File: config.mk
export PLATFORM = sky130hd
export DESIGN_NAME = ccv_divider
export DESIGN_NICKNAME = d
export VERILOG_FILES = /design/src/rtl/color_space_converter_top_defines.svh /design/src/rtl/ccv_divider.sv
export SDC_FILE = /design/constraint.sdc
export NUM_CORES = 1
export LEC_CHECK = 0
export BUFFER_PORTS_ARGS = -buffer_cell sky130_fd_sc_hd__buf_2
export CORE_AREA = 2 2 243 245
export CTS_CLUSTER_DIAMETER = 100
export CTS_CLUSTER_SIZE = 8
export DETAILED_ROUTE_END_ITERATION = 10
export DIE_AREA = 0 0 245 247
export GPL_TIMING_DRIVEN = 1
export PLACE_DENSITY = 0.93
export SYNTH_ARGS = -nofsm -noshare
export SYNTH_HDL_FRONTEND = slang
export SYNTH_SLANG_ARGS = --single-unit
File: constraint.sdc
create_clock -name clk -period 4.7 [get_ports clk]
set_input_delay 0.47 -clock clk [delete_from_list [all_inputs] [get_ports clk]]
set_output_delay 0.47 -clock clk [all_outputs]
set_load 0.03 [all_outputs]
File: src/rtl/color_space_converter_top_defines.svh
// ----------------------------------------------------------------------------
// color space converter assertion macros
// shared assertion wrappers, empty when synthesizing
// ----------------------------------------------------------------------------
`ifndef COLOR_SPACE_CONVERTER_TOP_DEFINES_SVH
`define COLOR_SPACE_CONVERTER_TOP_DEFINES_SVH
`ifndef SYNTHESIS
`define CCV_ASSERT(lbl, prop, msg) \
  lbl: assert property (@(posedge clk) disable iff (rst) prop) else $error(msg);
`define CCV_ASSERT_IMPL(lbl, ante, cons, msg) \
  `CCV_ASSERT(lbl, (ante) |-> (cons), msg)
`else
`define CCV_ASSERT(lbl, prop, msg)
`define CCV_ASSERT_IMPL(lbl, ante, cons, msg)
`endif
`endif

File: src/rtl/ccv_divider.sv
// ----------------------------------------------------------------------------
// ccv_divider
// pipelined restoring divider, one quotient bit per stage, for num <= den
// ----------------------------------------------------------------------------
module ccv_divider #(
  parameter int DW = 22,
  parameter int QN = 16,
  parameter int TW = 1
) (
  input  logic          clk,
  input  logic          rst,
  input  logic          vin,
  input  logic [DW-1:0] num,
  input  logic [DW-1:0] den,
  input  logic [TW-1:0] tag_in,
  output logic          vout,
  output logic [QN-1:0] quo,
  output logic [TW-1:0] tag_out
);

  logic [DW:0]   rem_s [QN];
  logic [DW-1:0] den_s [QN];
  logic [QN-1:0] quo_s [QN];
  logic [TW-1:0] tag_s [QN];
  logic [QN-1:0] val_s;

  for (genvar i = 0; i < QN; i++) begin : g_stage
    logic [DW:0]   trial;
    logic [DW-1:0] d_in;
    logic [QN-1:0] q_in, q_next;
    logic [TW-1:0] t_in;
    logic          v_in, ge;

    if (i == 0) begin : g_first
      assign trial = {1'b0, num};
      assign d_in  = den;
      assign q_in  = '0;
      assign t_in  = tag_in;
      assign v_in  = vin;
    end else begin : g_next
      assign trial = {rem_s[i-1][DW-1:0], 1'b0};
      assign d_in  = den_s[i-1];
      assign q_in  = quo_s[i-1];
      assign t_in  = tag_s[i-1];
      assign v_in  = val_s[i-1];
    end

    always_comb begin
      ge = trial >= {1'b0, d_in};
      q_next = q_in;
      q_next[QN-1-i] = ge;
    end

    always_ff @(posedge clk) begin
      if (rst) begin
        val_s[i] <= 1'b0;
      end else begin
        val_s[i] <= v_in;
      end
      rem_s[i] <= ge ? (trial - {1'b0, d_in}) : trial;
      den_s[i] <= d_in;
      quo_s[i] <= q_next;
      tag_s[i] <= t_in;
    end
  end

  assign vout    = val_s[QN-1];
  assign quo     = quo_s[QN-1];
  assign tag_out = tag_s[QN-1];

endmodule

==> flow_metrics.py <==
metrics = {
    "setup_path": {
        "r2r-end": "rem_s[0][108]$_DFF_P_",
        "crit_type": "reg -> reg",
        "worst-path-max-fanout": 22,
        "reg2reg_from": "den_s[0][67]$_DFF_P_",
        "worst-r2r-cell-count": 11,
        "ff2ff_setup_slack_ns": 0.80,
        "crit_required_ns": 5.24,
        "cp-end-kind": "flop",
        "cp-start-kind": "flop",
        "cp_data_arrival_time_ns": 4.44,
    },
    "logic_synthesis": {
        "ys_async_sr_fraction": 0,
        "synth_seq_area_share": 0.4436,
        "syn_area_mm2": 0.03736,
        "synth_ff_type": "dfxtp_1",
        "ys_seq_elements": 828,
        "syn_nets": 4245,
        "synth_area_leaders": "dfxtp_1 44%, ha_1 12%, mux2_2 5.3%",
        "yosysWarnings": 0,
        "netlist_instances": 3831,
        "synth_edf_count": 0,
        "synth_area_leader_cell": "dfxtp_1",
        "syn_area_per_cell_um2": 9.753,
        "synth_top_area_frac": 0.4436,
        "yosysUniqueCellTypes": 80,
    },
    "clock_network": {
        "clk_path_buf_depth": 3,
        "root_buffer": "clkbuf_16",
        "post-cts-setup-buffer-count": 0,
        "cts.htree.levels": 3,
        "clock_latency_ns": 0.71,
        "cts_resized": 0,
        "cts.hold.buffers_added": 23,
        "cts.reportedPaths.clkPinSlew_ns": 0.05,
        "numCtsBuffers": 113,
        "cts_tree": "built",
        "clock-sinks": 828,
    },
    "timing": {
        "slew_headroom": 0.2849,
        "hold_viol_final": 0,
        "fin_crit_sh": 0.8302,
        "slew_viol_final": 0,
        "max_freq_mhz": 256.3,
        "fin_skew_ns": 0.06979,
        "setup_slack_ns": 0.7981,
        "rsz0062_at_grt": "false",
        "setup-tns-final_ns": 0,
        "setup_viol": 0,
        "worst_slew_pin_slew_ns": 1.046,
        "min_period_ns": 3.902,
    },
    "placement": {
        "hpwl_um": 58280,
        "placed_cell_area_mm2": 0.03853,
        "dp.cells": 4628,
        "pre_cts_slack_ns": 1.186,
        "place_congestion": 0.9472,
        "io_buffer_count": 65,
    },
    "flow_run": {
        "maxCapViolations": 0,
    },
    "power": {
        "swShare": 0.3836,
        "clkPwrFrac": 0.211,
        "internal_power_mw": 21.03,
        "seqPwrFrac": 0.308,
        "leakage_nw": 19.51,
        "power_density_mw_per_mm2": 815.5,
        "peakVddDrop_v": 0.0004574,
        "fin_total_pwr_mw": 34.11,
        "power.switching_mw": 13.08,
        "power_frac_comb": 0.481,
    },
    "die": {
        "row_count": 89,
        "die_w_um": 245,
        "start_util": 0.6415,
        "design.core.area_mm2": 0.05824,
        "die_h_um": 247,
        "die_area_mm2": 0.06052,
        "ios": 66,
    },
    "final_layout": {
        "num-nets-final": 4407,
        "nFillCells": 3524,
        "num_antenna_cells": 0,
        "design_area_mm2": 0.04183,
        "area_growth_pct": 11.95,
        "stdcell_count": 4772,
        "drive_gt1_frac": 0.1095,
    },
    "drt": {
        "post_drt_wl_per_cell_um": 18.54,
        "ant_nets": 0,
        "avgViaCountPerCell": 6.053,
        "drt_pass1_iterations": 6,
        "drt_iter0_drc": 1957,
        "drc": 0,
        "wl_um": 88470,
        "vias": 28890,
    },
    "global_routing": {
        "grt_usage": 0.2928,
        "grt_pass1_vias": 31220,
        "grt_max_degree": 44,
        "grt-ovfl-total": 0,
        "grt_pass1_wl_um": 145100,
        "antenna_found_initial": 0,
    },
    "worst_hold_path": {
        "min_path_type": "in -> reg",
        "hold_path_end": "rem_s[0][5]$_DFF_P_",
        "min_from": "num[5]",
        "min_delay_path_depth": 2,
    },
    "status": {
        "status": "complete, no violations",
    },
}
registers in the layout, indices dropped and copies added, names as in the netlist:
register	count
rem_s	330
vout	1
den_s	330
g_stage.v_in	15
tag_s	16
quo_s	136
critical path, stage by stage, from the launching register on:
cell,delay (ns)
dfxtp_1,0.37
inv_1,0.11
ha_1,0.32
nor2b_1,0.16
o21a_1,0.19
o21ai_0,0.31
a21oi_1,0.23
a21boi_0,0.39
o21ai_1,0.25
a21boi_0,0.38
a31o_2,0.61
mux2_2,0.41
worst max-delay path by stage:
stage                                     start               endpoint  slack (ns)  cells past startpoint
after floorplan           den_s[1][118]$_DFF_P_  rem_s[1][142]$_DFF_P_        1.80                     12
after global placement                   num[0]   rem_s[0][20]$_DFF_P_        1.25                     14
after detailed placement   den_s[0][67]$_DFF_P_  rem_s[0][108]$_DFF_P_        1.19                     11
after CTS                  den_s[0][67]$_DFF_P_  rem_s[0][108]$_DFF_P_        0.87                     11
after global routing       den_s[0][67]$_DFF_P_  rem_s[0][108]$_DFF_P_        0.60                     11
final                      den_s[0][67]$_DFF_P_  rem_s[0][108]$_DFF_P_        0.80                     11
metrics by stage:
| stage | hold slack, ns | utilization |
|---|---|---|
| floorplan | 0.3096 | - |
| global placement | 0.3096 | 0.6616 |
| detailed placement | 0.3121 | 0.6616 |
| CTS | 0.001675 | 0.7182 |
| global route | 0.01751 | 0.7182 |
| finish | 0.01670 | 0.7182 |
cells in the mapped netlist (9+ instances only):
cell type,count
nor4_1,14
a211oi_1,23
o31ai_1,18
o211ai_1,10
and2_1,19
dfxtp_1,828
a21boi_0,9
nand3_1,55
a31oi_1,29
mux2_4,18
buf_2,16
inv_1,436
or2_2,10
nand2_1,195
o21a_1,45
o21ai_0,191
or3_1,16
a21o_1,137
a2111oi_0,15
clkbuf_1,33
fa_1,15
nand4_1,45
xor2_1,99
a21oi_1,286
o21bai_1,36
nor2_1,215
mux2_2,176
and3_1,20
nand2b_1,42
nor3_1,48
ha_1,351
a221oi_1,10
xnor2_1,175
nor2b_1,48
o41ai_1,9
routing by layer:
metal / track usage / share of wire / vias to the layer above
li1: - / - / 13510
met1: 0.2579 / 0.34 / 13660
met2: 0.5682 / 0.53 / 1210
met3: 0.05427 / 0.050 / 514
met4: 0.2486 / 0.087 / 0
met5: 0 / 0 / -
final cells by class:
type | instances | area [µm²] | area share
clock buffers | 113 | 2828 | 0.06760
clock inverters | 8 | 240.2 | 0.005743
inverters | 436 | 1637 | 0.03913
multi-input cells | 2510 | 18910 | 0.4520
flip-flops and latches | 828 | 16580 | 0.3963
well taps | 773 | 967.2 | 0.02312
repair buffers | 104 | 675.6 | 0.01615
cells by family (layout without fill, tap and decap cells):
logic type / Yosys count / in the layout / synth area share
AO/OA/AOI/OAI: 906 / 906 / 0.1546
XOR/XNOR: 274 / 274 / 0.06423
adder cells (fa/ha/maj): 366 / 366 / 0.1256
buffers and inverters: 493 / 661 / 0.05097
flip-flops: 828 / 828 / 0.4436
multiplexers: 202 / 202 / 0.06242
AND/OR/NAND/NOR: 762 / 762 / 0.09859
layout by cell type, fill, tap and decap left out, types with 19 or more instances in the layout:
| cell | n |
|---|---|
| nor3_1 | 48 |
| ha_1 | 351 |
| dlygate4sd3_1 | 23 |
| dfxtp_1 | 828 |
| o21ai_0 | 190 |
| buf_2 | 65 |
| and2_1 | 19 |
| a21o_1 | 137 |
| inv_1 | 436 |
| nand4_1 | 45 |
| a31oi_1 | 28 |
| nand2_1 | 195 |
| nor2_1 | 215 |
| o21bai_1 | 36 |
| clkbuf_16 | 113 |
| nor2b_1 | 48 |
| a211oi_1 | 23 |
| mux2_2 | 176 |
| nand2b_1 | 42 |
| nand3_1 | 55 |
| and3_1 | 20 |
| o21a_1 | 45 |
| a21oi_1 | 286 |
| xor2_1 | 99 |
| xnor2_1 | 175 |
power groups by stage:
stage,registers [mW],logic [mW],clock network [mW]
finish,10.5,16.4,7.19
global route,10.7,17.8,7.59
CTS,10.5,16.1,7.26
detailed placement,10.6,15.4,0
global placement,10.5,14.8,0
floorplan,10.3,12.4,0
No activity file was read; power rests on OpenSTA's default activity.
