File: config.mk
export PLATFORM = sky130hd
export DESIGN_NAME = ccv_front
export DESIGN_NICKNAME = d
export VERILOG_FILES = /design/src/rtl/color_space_converter_top_defines.svh /design/src/rtl/ccv_pkg.sv /design/src/rtl/ccv_front.sv
export SDC_FILE = /design/constraint.sdc
export NUM_CORES = 2
export LEC_CHECK = 0
export ABC_AREA = 0
export ABC_CLOCK_PERIOD_IN_PS = 10890
export BUFFER_PORTS_ARGS = -buffer_cell sky130_fd_sc_hd__buf_2
export CAP_MARGIN = 20
export CORE_MARGIN = 2
export CORE_UTILIZATION = 48
export CTS_CLUSTER_DIAMETER = 40
export DETAILED_ROUTE_END_ITERATION = 10
export PLACE_DENSITY_LB_ADDON = 0.15
export SLEW_MARGIN = 5
export SYNTH_ARGS = -nofsm -noshare
export SYNTH_HDL_FRONTEND = slang
export SYNTH_SLANG_ARGS = --single-unit
File: constraint.sdc
create_clock -name clk -period 10.89 [get_ports clk]
set_input_delay 2.178 -clock clk [delete_from_list [all_inputs] [get_ports clk]]
set_output_delay 2.178 -clock clk [all_outputs]
set_load 0.01 [all_outputs]
File: src/rtl/color_space_converter_top_defines.svh
// ----------------------------------------------------------------------------
// color space converter assertion macros
// shared assertion wrappers, empty when synthesizing
// ----------------------------------------------------------------------------
`ifndef COLOR_SPACE_CONVERTER_TOP_DEFINES_SVH
`define COLOR_SPACE_CONVERTER_TOP_DEFINES_SVH
`ifndef SYNTHESIS
`define CCV_ASSERT(lbl, prop, msg) \
  lbl: assert property (@(posedge clk) disable iff (rst) prop) else $error(msg);
`define CCV_ASSERT_IMPL(lbl, ante, cons, msg) \
  `CCV_ASSERT(lbl, (ante) |-> (cons), msg)
`else
`define CCV_ASSERT(lbl, prop, msg)
`define CCV_ASSERT_IMPL(lbl, ante, cons, msg)
`endif
`endif

File: src/rtl/ccv_pkg.sv
// ----------------------------------------------------------------------------
// ccv_pkg
// shared constants and types of the color space converter
// ----------------------------------------------------------------------------
package ccv_pkg;

  localparam int FRAC_BITS = 15;

  localparam logic [1:0] SP_RGB  = 2'd0;
  localparam logic [1:0] SP_CMYK = 2'd1;
  localparam logic [1:0] SP_HSB  = 2'd2;
  localparam logic [1:0] SP_GRAY = 2'd3;

  localparam int HUE_SECTORS = 6;
  localparam int GRAY_W_R    = 30;
  localparam int GRAY_W_G    = 59;
  localparam int GRAY_W_B    = 11;
  localparam int GRAY_DIV    = 100;

  typedef enum logic [1:0] {
    MODE_PASS,
    MODE_HSB,
    MODE_GRAY_RGB,
    MODE_GRAY_CMYK
  } mode_t;

endpackage

File: src/rtl/ccv_front.sv
// ----------------------------------------------------------------------------
// ccv_front
// input clamp, hsb/rgb products and divider operand setup, three stages
// ----------------------------------------------------------------------------
module ccv_front #(
  parameter int FRAC_BITS = ccv_pkg::FRAC_BITS,
  localparam int CW = FRAC_BITS + 1,
  localparam int DW = FRAC_BITS + 7
) (
  input  logic                clk,
  input  logic                rst,
  input  logic                in_valid,
  input  logic [1:0]          source_space,
  input  logic [1:0]          target_space,
  input  logic [15:0]         in_c0,
  input  logic [15:0]         in_c1,
  input  logic [15:0]         in_c2,
  input  logic [15:0]         in_c3,
  output logic                out_valid,
  output ccv_pkg::mode_t      mode,
  output logic                unsup,
  output logic                achrom,
  output logic [CW-1:0]       cand0,
  output logic [CW-1:0]       cand1,
  output logic [CW-1:0]       cand2,
  output logic [CW-1:0]       cand3,
  output logic [DW-1:0]       num_a,
  output logic [DW-1:0]       den_a,
  output logic [DW-1:0]       num_b,
  output logic [DW-1:0]       den_b
);

  localparam int IW = (CW > 16) ? CW : 16;
  localparam int PW = 2 * CW;
  localparam int HW = FRAC_BITS + 3;
  localparam logic [IW-1:0] ONE_I = IW'(1) << FRAC_BITS;
  localparam logic [CW-1:0] ONE_C = CW'(1) << FRAC_BITS;

  // stage a: clamp
  logic          va;
  logic [1:0]    src_a, dst_a;
  logic [CW-1:0] a0, a1, a2, a3;

  function automatic logic [CW-1:0] clamp_in(input logic [15:0] x);
    logic [IW-1:0] w;
    w = IW'(x);
    return (w > ONE_I) ? ONE_C : CW'(w);
  endfunction

  always_ff @(posedge clk) begin
    if (rst) begin
      va <= 1'b0;
    end else begin
      va <= in_valid;
    end
    src_a <= source_space;
    dst_a <= target_space;
    a0 <= clamp_in(in_c0);
    a1 <= clamp_in(in_c1);
    a2 <= clamp_in(in_c2);
    a3 <= clamp_in(in_c3);
  end

  // stage b: first products, extremes, hue numerator, gray sum
  logic [HW-1:0]       h6;
  logic [FRAC_BITS-1:0] frac;
  logic [PW-1:0]       p_sf, p_sk, p_m;
  logic [CW-1:0]       mx, mn, dif;
  logic [DW-1:0]       hnum, gsum;

  always_comb begin
    h6   = HW'(a0) * HW'(ccv_pkg::HUE_SECTORS);
    frac = h6[FRAC_BITS-1:0];
    p_sf = PW'(a1) * PW'(frac);
    p_sk = PW'(a1) * PW'(ONE_C - CW'(frac));
    p_m  = PW'(a2) * PW'(ONE_C - a1);
    mx = (a0 > a1) ? a0 : a1;
    mn = (a0 > a1) ? a1 : a0;
    if (a2 > mx) mx = a2;
    if (a2 < mn) mn = a2;
    dif = mx - mn;
    if (mx == a0) begin
      if (a1 >= a2) hnum = DW'(a1 - a2);
      else hnum = DW'(dif) * DW'(ccv_pkg::HUE_SECTORS) - DW'(a2 - a1);
    end else if (mx == a1) begin
      hnum = (DW'(dif) << 1) + DW'(a2) - DW'(a0);
    end else begin
      hnum = (DW'(dif) << 2) + DW'(a0) - DW'(a1);
    end
    gsum = DW'(a0) * DW'(ccv_pkg::GRAY_W_R) + DW'(a1) * DW'(ccv_pkg::GRAY_W_G)
         + DW'(a2) * DW'(ccv_pkg::GRAY_W_B);
  end

  logic          vb, ach_b;
  logic [1:0]    src_b, dst_b;
  logic [CW-1:0] b0, b1, b2, b3;
  logic [2:0]    sector_b;
  logic [CW-1:0] ps_b, pk_b, pm_b, mx_b, dif_b;
  logic [DW-1:0] hnum_b, gsum_b;

  always_ff @(posedge clk) begin
    if (rst) begin
      vb <= 1'b0;
    end else begin
      vb <= va;
    end
    src_b    <= src_a;
    dst_b    <= dst_a;
    b0       <= a0;
    b1       <= a1;
    b2       <= a2;
    b3       <= a3;
    sector_b <= h6[HW-1:FRAC_BITS];
    ps_b     <= CW'(p_sf >> FRAC_BITS);
    pk_b     <= CW'(p_sk >> FRAC_BITS);
    pm_b     <= CW'(p_m >> FRAC_BITS);
    mx_b     <= mx;
    dif_b    <= dif;
    hnum_b   <= hnum;
    gsum_b   <= gsum;
    ach_b    <= (a0 == a1) && (a1 == a2);
  end

  // stage c: second products, candidate components, divider operands
  logic [PW-1:0]      p_n, p_k;
  logic [CW-1:0]      n_v, k_v;
  logic [CW:0]        s0, s1, s2;
  logic [CW-1:0]      c0_n, c1_n, c2_n, c3_n;
  ccv_pkg::mode_t     mode_next;
  logic               unsup_next;
  logic [DW-1:0]      nb_next, db_next;

  function automatic logic [CW-1:0] inv_sat(input logic [CW:0] s);
    return (s > (CW+1)'(ONE_C)) ? '0 : CW'((CW+1)'(ONE_C) - s);
  endfunction

  always_comb begin
    p_n = PW'(b2) * PW'(ONE_C - ps_b);
    p_k = PW'(b2) * PW'(ONE_C - pk_b);
    n_v = CW'(p_n >> FRAC_BITS);
    k_v = CW'(p_k >> FRAC_BITS);
    s0 = (CW+1)'(b0) + (CW+1)'(b3);
    s1 = (CW+1)'(b1) + (CW+1)'(b3);
    s2 = (CW+1)'(b2) + (CW+1)'(b3);
    c0_n = b0;
    c1_n = b1;
    c2_n = b2;
    c3_n = b3;
    mode_next  = ccv_pkg::MODE_PASS;
    unsup_next = 1'b0;
    nb_next = gsum_b;
    db_next = DW'(ONE_C) * DW'(ccv_pkg::GRAY_DIV);
    if (src_b != dst_b) begin
      unique case (dst_b)
        ccv_pkg::SP_RGB: begin
          if (src_b == ccv_pkg::SP_CMYK) begin
            c0_n = inv_sat(s0);
            c1_n = inv_sat(s1);
            c2_n = inv_sat(s2);
          end else if (src_b == ccv_pkg::SP_HSB) begin
            if (b1 == '0) begin
              c0_n = b2; c1_n = b2; c2_n = b2;
            end else begin
              unique case (sector_b)
                3'd1: begin c0_n = n_v;  c1_n = b2;   c2_n = pm_b; end
                3'd2: begin c0_n = pm_b; c1_n = b2;   c2_n = k_v;  end
                3'd3: begin c0_n = pm_b; c1_n = n_v;  c2_n = b2;   end
                3'd4: begin c0_n = k_v;  c1_n = pm_b; c2_n = b2;   end
                3'd5: begin c0_n = b2;   c1_n = pm_b; c2_n = n_v;  end
                default: begin c0_n = b2; c1_n = k_v; c2_n = pm_b; end
              endcase
            end
          end else begin
            c1_n = b0; c2_n = b0;
          end
        end
        ccv_pkg::SP_CMYK: begin
          if (src_b == ccv_pkg::SP_RGB) begin
            c0_n = ONE_C - b0;
            c1_n = ONE_C - b1;
            c2_n = ONE_C - b2;
            c3_n = '0;
          end else if (src_b == ccv_pkg::SP_HSB) begin
            unsup_next = 1'b1;
          end else begin
            c3_n = ONE_C - b0;
            c0_n = '0; c1_n = '0; c2_n = '0;
          end
        end
        ccv_pkg::SP_HSB: begin
          if (src_b == ccv_pkg::SP_RGB) begin
            mode_next = ccv_pkg::MODE_HSB;
            c2_n = mx_b;
            nb_next = DW'(dif_b);
            db_next = DW'(mx_b);
          end else if (src_b == ccv_pkg::SP_CMYK) begin
            unsup_next = 1'b1;
          end else begin
            c2_n = b0;
            c0_n = '0; c1_n = '0;
          end
        end
        default: begin
          if (src_b == ccv_pkg::SP_RGB) mode_next = ccv_pkg::MODE_GRAY_RGB;
          else if (src_b == ccv_pkg::SP_CMYK) mode_next = ccv_pkg::MODE_GRAY_CMYK;
          else c0_n = b2;
        end
      endcase
    end
  end

  always_ff @(posedge clk) begin
    if (rst) begin
      out_valid <= 1'b0;
    end else begin
      out_valid <= vb;
    end
    mode   <= mode_next;
    unsup  <= unsup_next;
    achrom <= ach_b;
    cand0  <= c0_n;
    cand1  <= c1_n;
    cand2  <= c2_n;
    cand3  <= c3_n;
    num_a  <= hnum_b;
    den_a  <= DW'(dif_b) * DW'(ccv_pkg::HUE_SECTORS);
    num_b  <= nb_next;
    den_b  <= db_next;
  end

endmodule

==> results.toml <==
[global_route]
grt_pass1_wl_mm = 381.6
grt_pass1_vias = 62330
grt_max_degree = 64
grt_overflow = 0
antenna_found_initial = 16
grt_usage_pct = 32.10

[sta]
whs_ns = 0.3224
skew_ns = 0.03823
hold_viol = 0
max_freq_mhz = 96.58
rsz0062_at_grt = "false"
setup_viol = 0
final_max_slew_viol_count = 0
tightest_slew_ns = 1.136
period_share_pct = 95.08
tns_ns = 0
maxSlewHeadroom_pct = 24.10
period_needed_ns = 10.35

[worst_setup_path]
cp_max_fo = 25
startpoint_type = "flip-flop"
cp.required_ns = 11.48
critPathKind = "reg2reg"
worstPathArrival_ns = 10.94
crit_top_cell = "a21oi_1"
end_kind = "flip-flop"
max_stage_delay_ns = 0.52
critPathSlowestCell = "or4_4"

[routing]
viasPerCell = 5.679
drt_iter0_drc = 5376
num_vias = 60550
postRouteAntennaNets = 0
drt_wl_total_mm = 249.8
drcViolationCount = 0
routedWlPerCell_um = 23.43
dr.pass1.iters = 6

[synthesis]
synth_top_family_by_area = "adder cells"
synth_ff_type = "dfxtp_1"
yosysTopAreaCellShare_pct = 31.19
synth-xor-area-share_pct = 4.881
yosys.area_share.simple_pct = 15.80
synthArstFlopShare_pct = 0
synth-seq-cells = 412
synth.area.mux_share_pct = 0.7402
synth_most_common_cell = "inv_1"
synthAdderAreaFrac_pct = 46.35
synthTopCellsByArea = "fa_1 (31%), ha_1 (15%), dfxtp_1 (11%)"
synth_edf_count = 0
syn_area_um2 = 73360
yosysWarnings = 0
synthCells = 8458
yosysSeqAreaShare_pct = 11.24
avgSynthCellArea_um2 = 8.673
synth_cell_type_count = 102
ys_top_cells_by_count = "inv_1 (1517), fa_1 (1143), nand2_1 (1019)"
yosysTopAreaCell = "fa_1"
synth_compound_area_share_pct = 11.07

[min_path]
hold_path.class = "reg2reg"

[cells_and_area]
final-seq-area_um2 = 8288
area_growth_pct = 8.971
layout.cells.non_filler = 10660
nNetsFinal = 10670
drive_gt1_share_pct = 7.949
multi_input_area_um2 = 58100
fill_cells = 14360

[floorplanning]
die_area_um2 = 156000
die_h_um = 394.9
num_rows = 143
initial_core_util_pct = 48.29
die_w_um = 394.9
io_pins = 228
core-area_um2 = 151900

[clocking]
clk_path_buf_depth = 3
clock_sinks = 412
clock_latency_ns = 0.68
cts_root_buffer = "clkbuf_16"
cts_tree = "yes"
cts_made_buffers = 73
cts_setup_buffers = 0
clk_pin_slew_ns = 0.06
cts_max_level = 3
cts_resized = 0
postCtsHoldBufs = 0

[run_status]
run_status = "finished clean"

[flow_run]
maxCapViolCount = 0

[placed_design]
dp.cells = 10520
port_buffers = 220
hpwl_mm = 192.6
routabilityCongestion = 0.9690
worst paths after layout:
path	slack, ns	endpoint	from	cells after the start
worst min register to register	0.32	num_a[5]	hnum_b[5]	0
worst max register to register	0.54	hnum_b[18]	a0[0]	45
worst min-delay path	0.32	num_a[5]	hnum_b[5]	0
worst max-delay path	0.54	hnum_b[18]	a0[0]	45
worst max-delay path, delay by kind of cell (launching register included):
family          cells  cell delay (ns)
compound gates     25             5.54
fa+ha+maj           6             1.79
simple gates        5             0.93
xor+xnor            3             0.72
buf+inv             5             0.64
flops               1             0.32
mux                 1             0.32
layout make-up:
type	count	area share, %
clock inverters	54	0.8358
inverters	1524	7.159
diodes	2	0.006261
clock buffers	82	2.431
repair buffers	428	3.345
flip-flops and latches	412	10.37
well taps	2030	3.177
multi-input cells	6130	72.68
cells by family (layout without fill, tap and decap cells):
group	Yosys count	after routing
AO/OA/AOI/OAI	1226	1226
XOR/XNOR	405	405
adder cells (fa/ha/maj)	2032	2032
buffers and inverters	1922	2088
flip-flops	412	412
multiplexers	54	54
other	1	9
AND/OR/NAND/NOR	2406	2406
cells in the final DEF, fill, tap and decap left out, types with 51 or more instances in the layout:
cell and instances:
a21o_1 83, dfxtp_1 382, nor3_1 108, and2_1 516
nor2b_1 103, buf_4 203, a21oi_1 346, nand2_1 1019
mux2i_1 51, clkbuf_16 75, o211ai_1 51, xnor2_1 285
ha_1 889, nor2_1 335, nand3_1 61, fa_1 1143
o21ai_0 260, o21bai_1 55, inv_1 1517, xor2_1 92
buf_2 222
metal layers:
layer  vias to the layer above  track usage [%]  part of all wire (%)
met2                      2714            49.10                    43
met5                         -                0                 0.026
li1                      27050                -                     -
met4                        10            15.96                   5.8
met1                     30200            43.54                    42
met3                       577            6.088                   9.0
stage by stage:
step	utilization (%)	worst slack [ns]	instance area, um2
5_1_grt	52.62	0.05209	79940
6_report	52.63	0.5361	79940
3_3_place_gp	50.86	0.6857	77260
3_5_place_dp	50.88	0.4809	77280
2_1_floorplan	-	0.6849	73380
4_1_cts	52.60	0.4794	79900
registers in the layout, summed over array words and instances, names as in the netlist, 17 cells and up:
register	flops
num_a	21
den_b	17
hnum_b	21
gsum_b	22
num_b	22
den_a	18
Power is not shown: default switching activity piles up to over one toggle a cycle in this logic, so the estimate is an artifact.
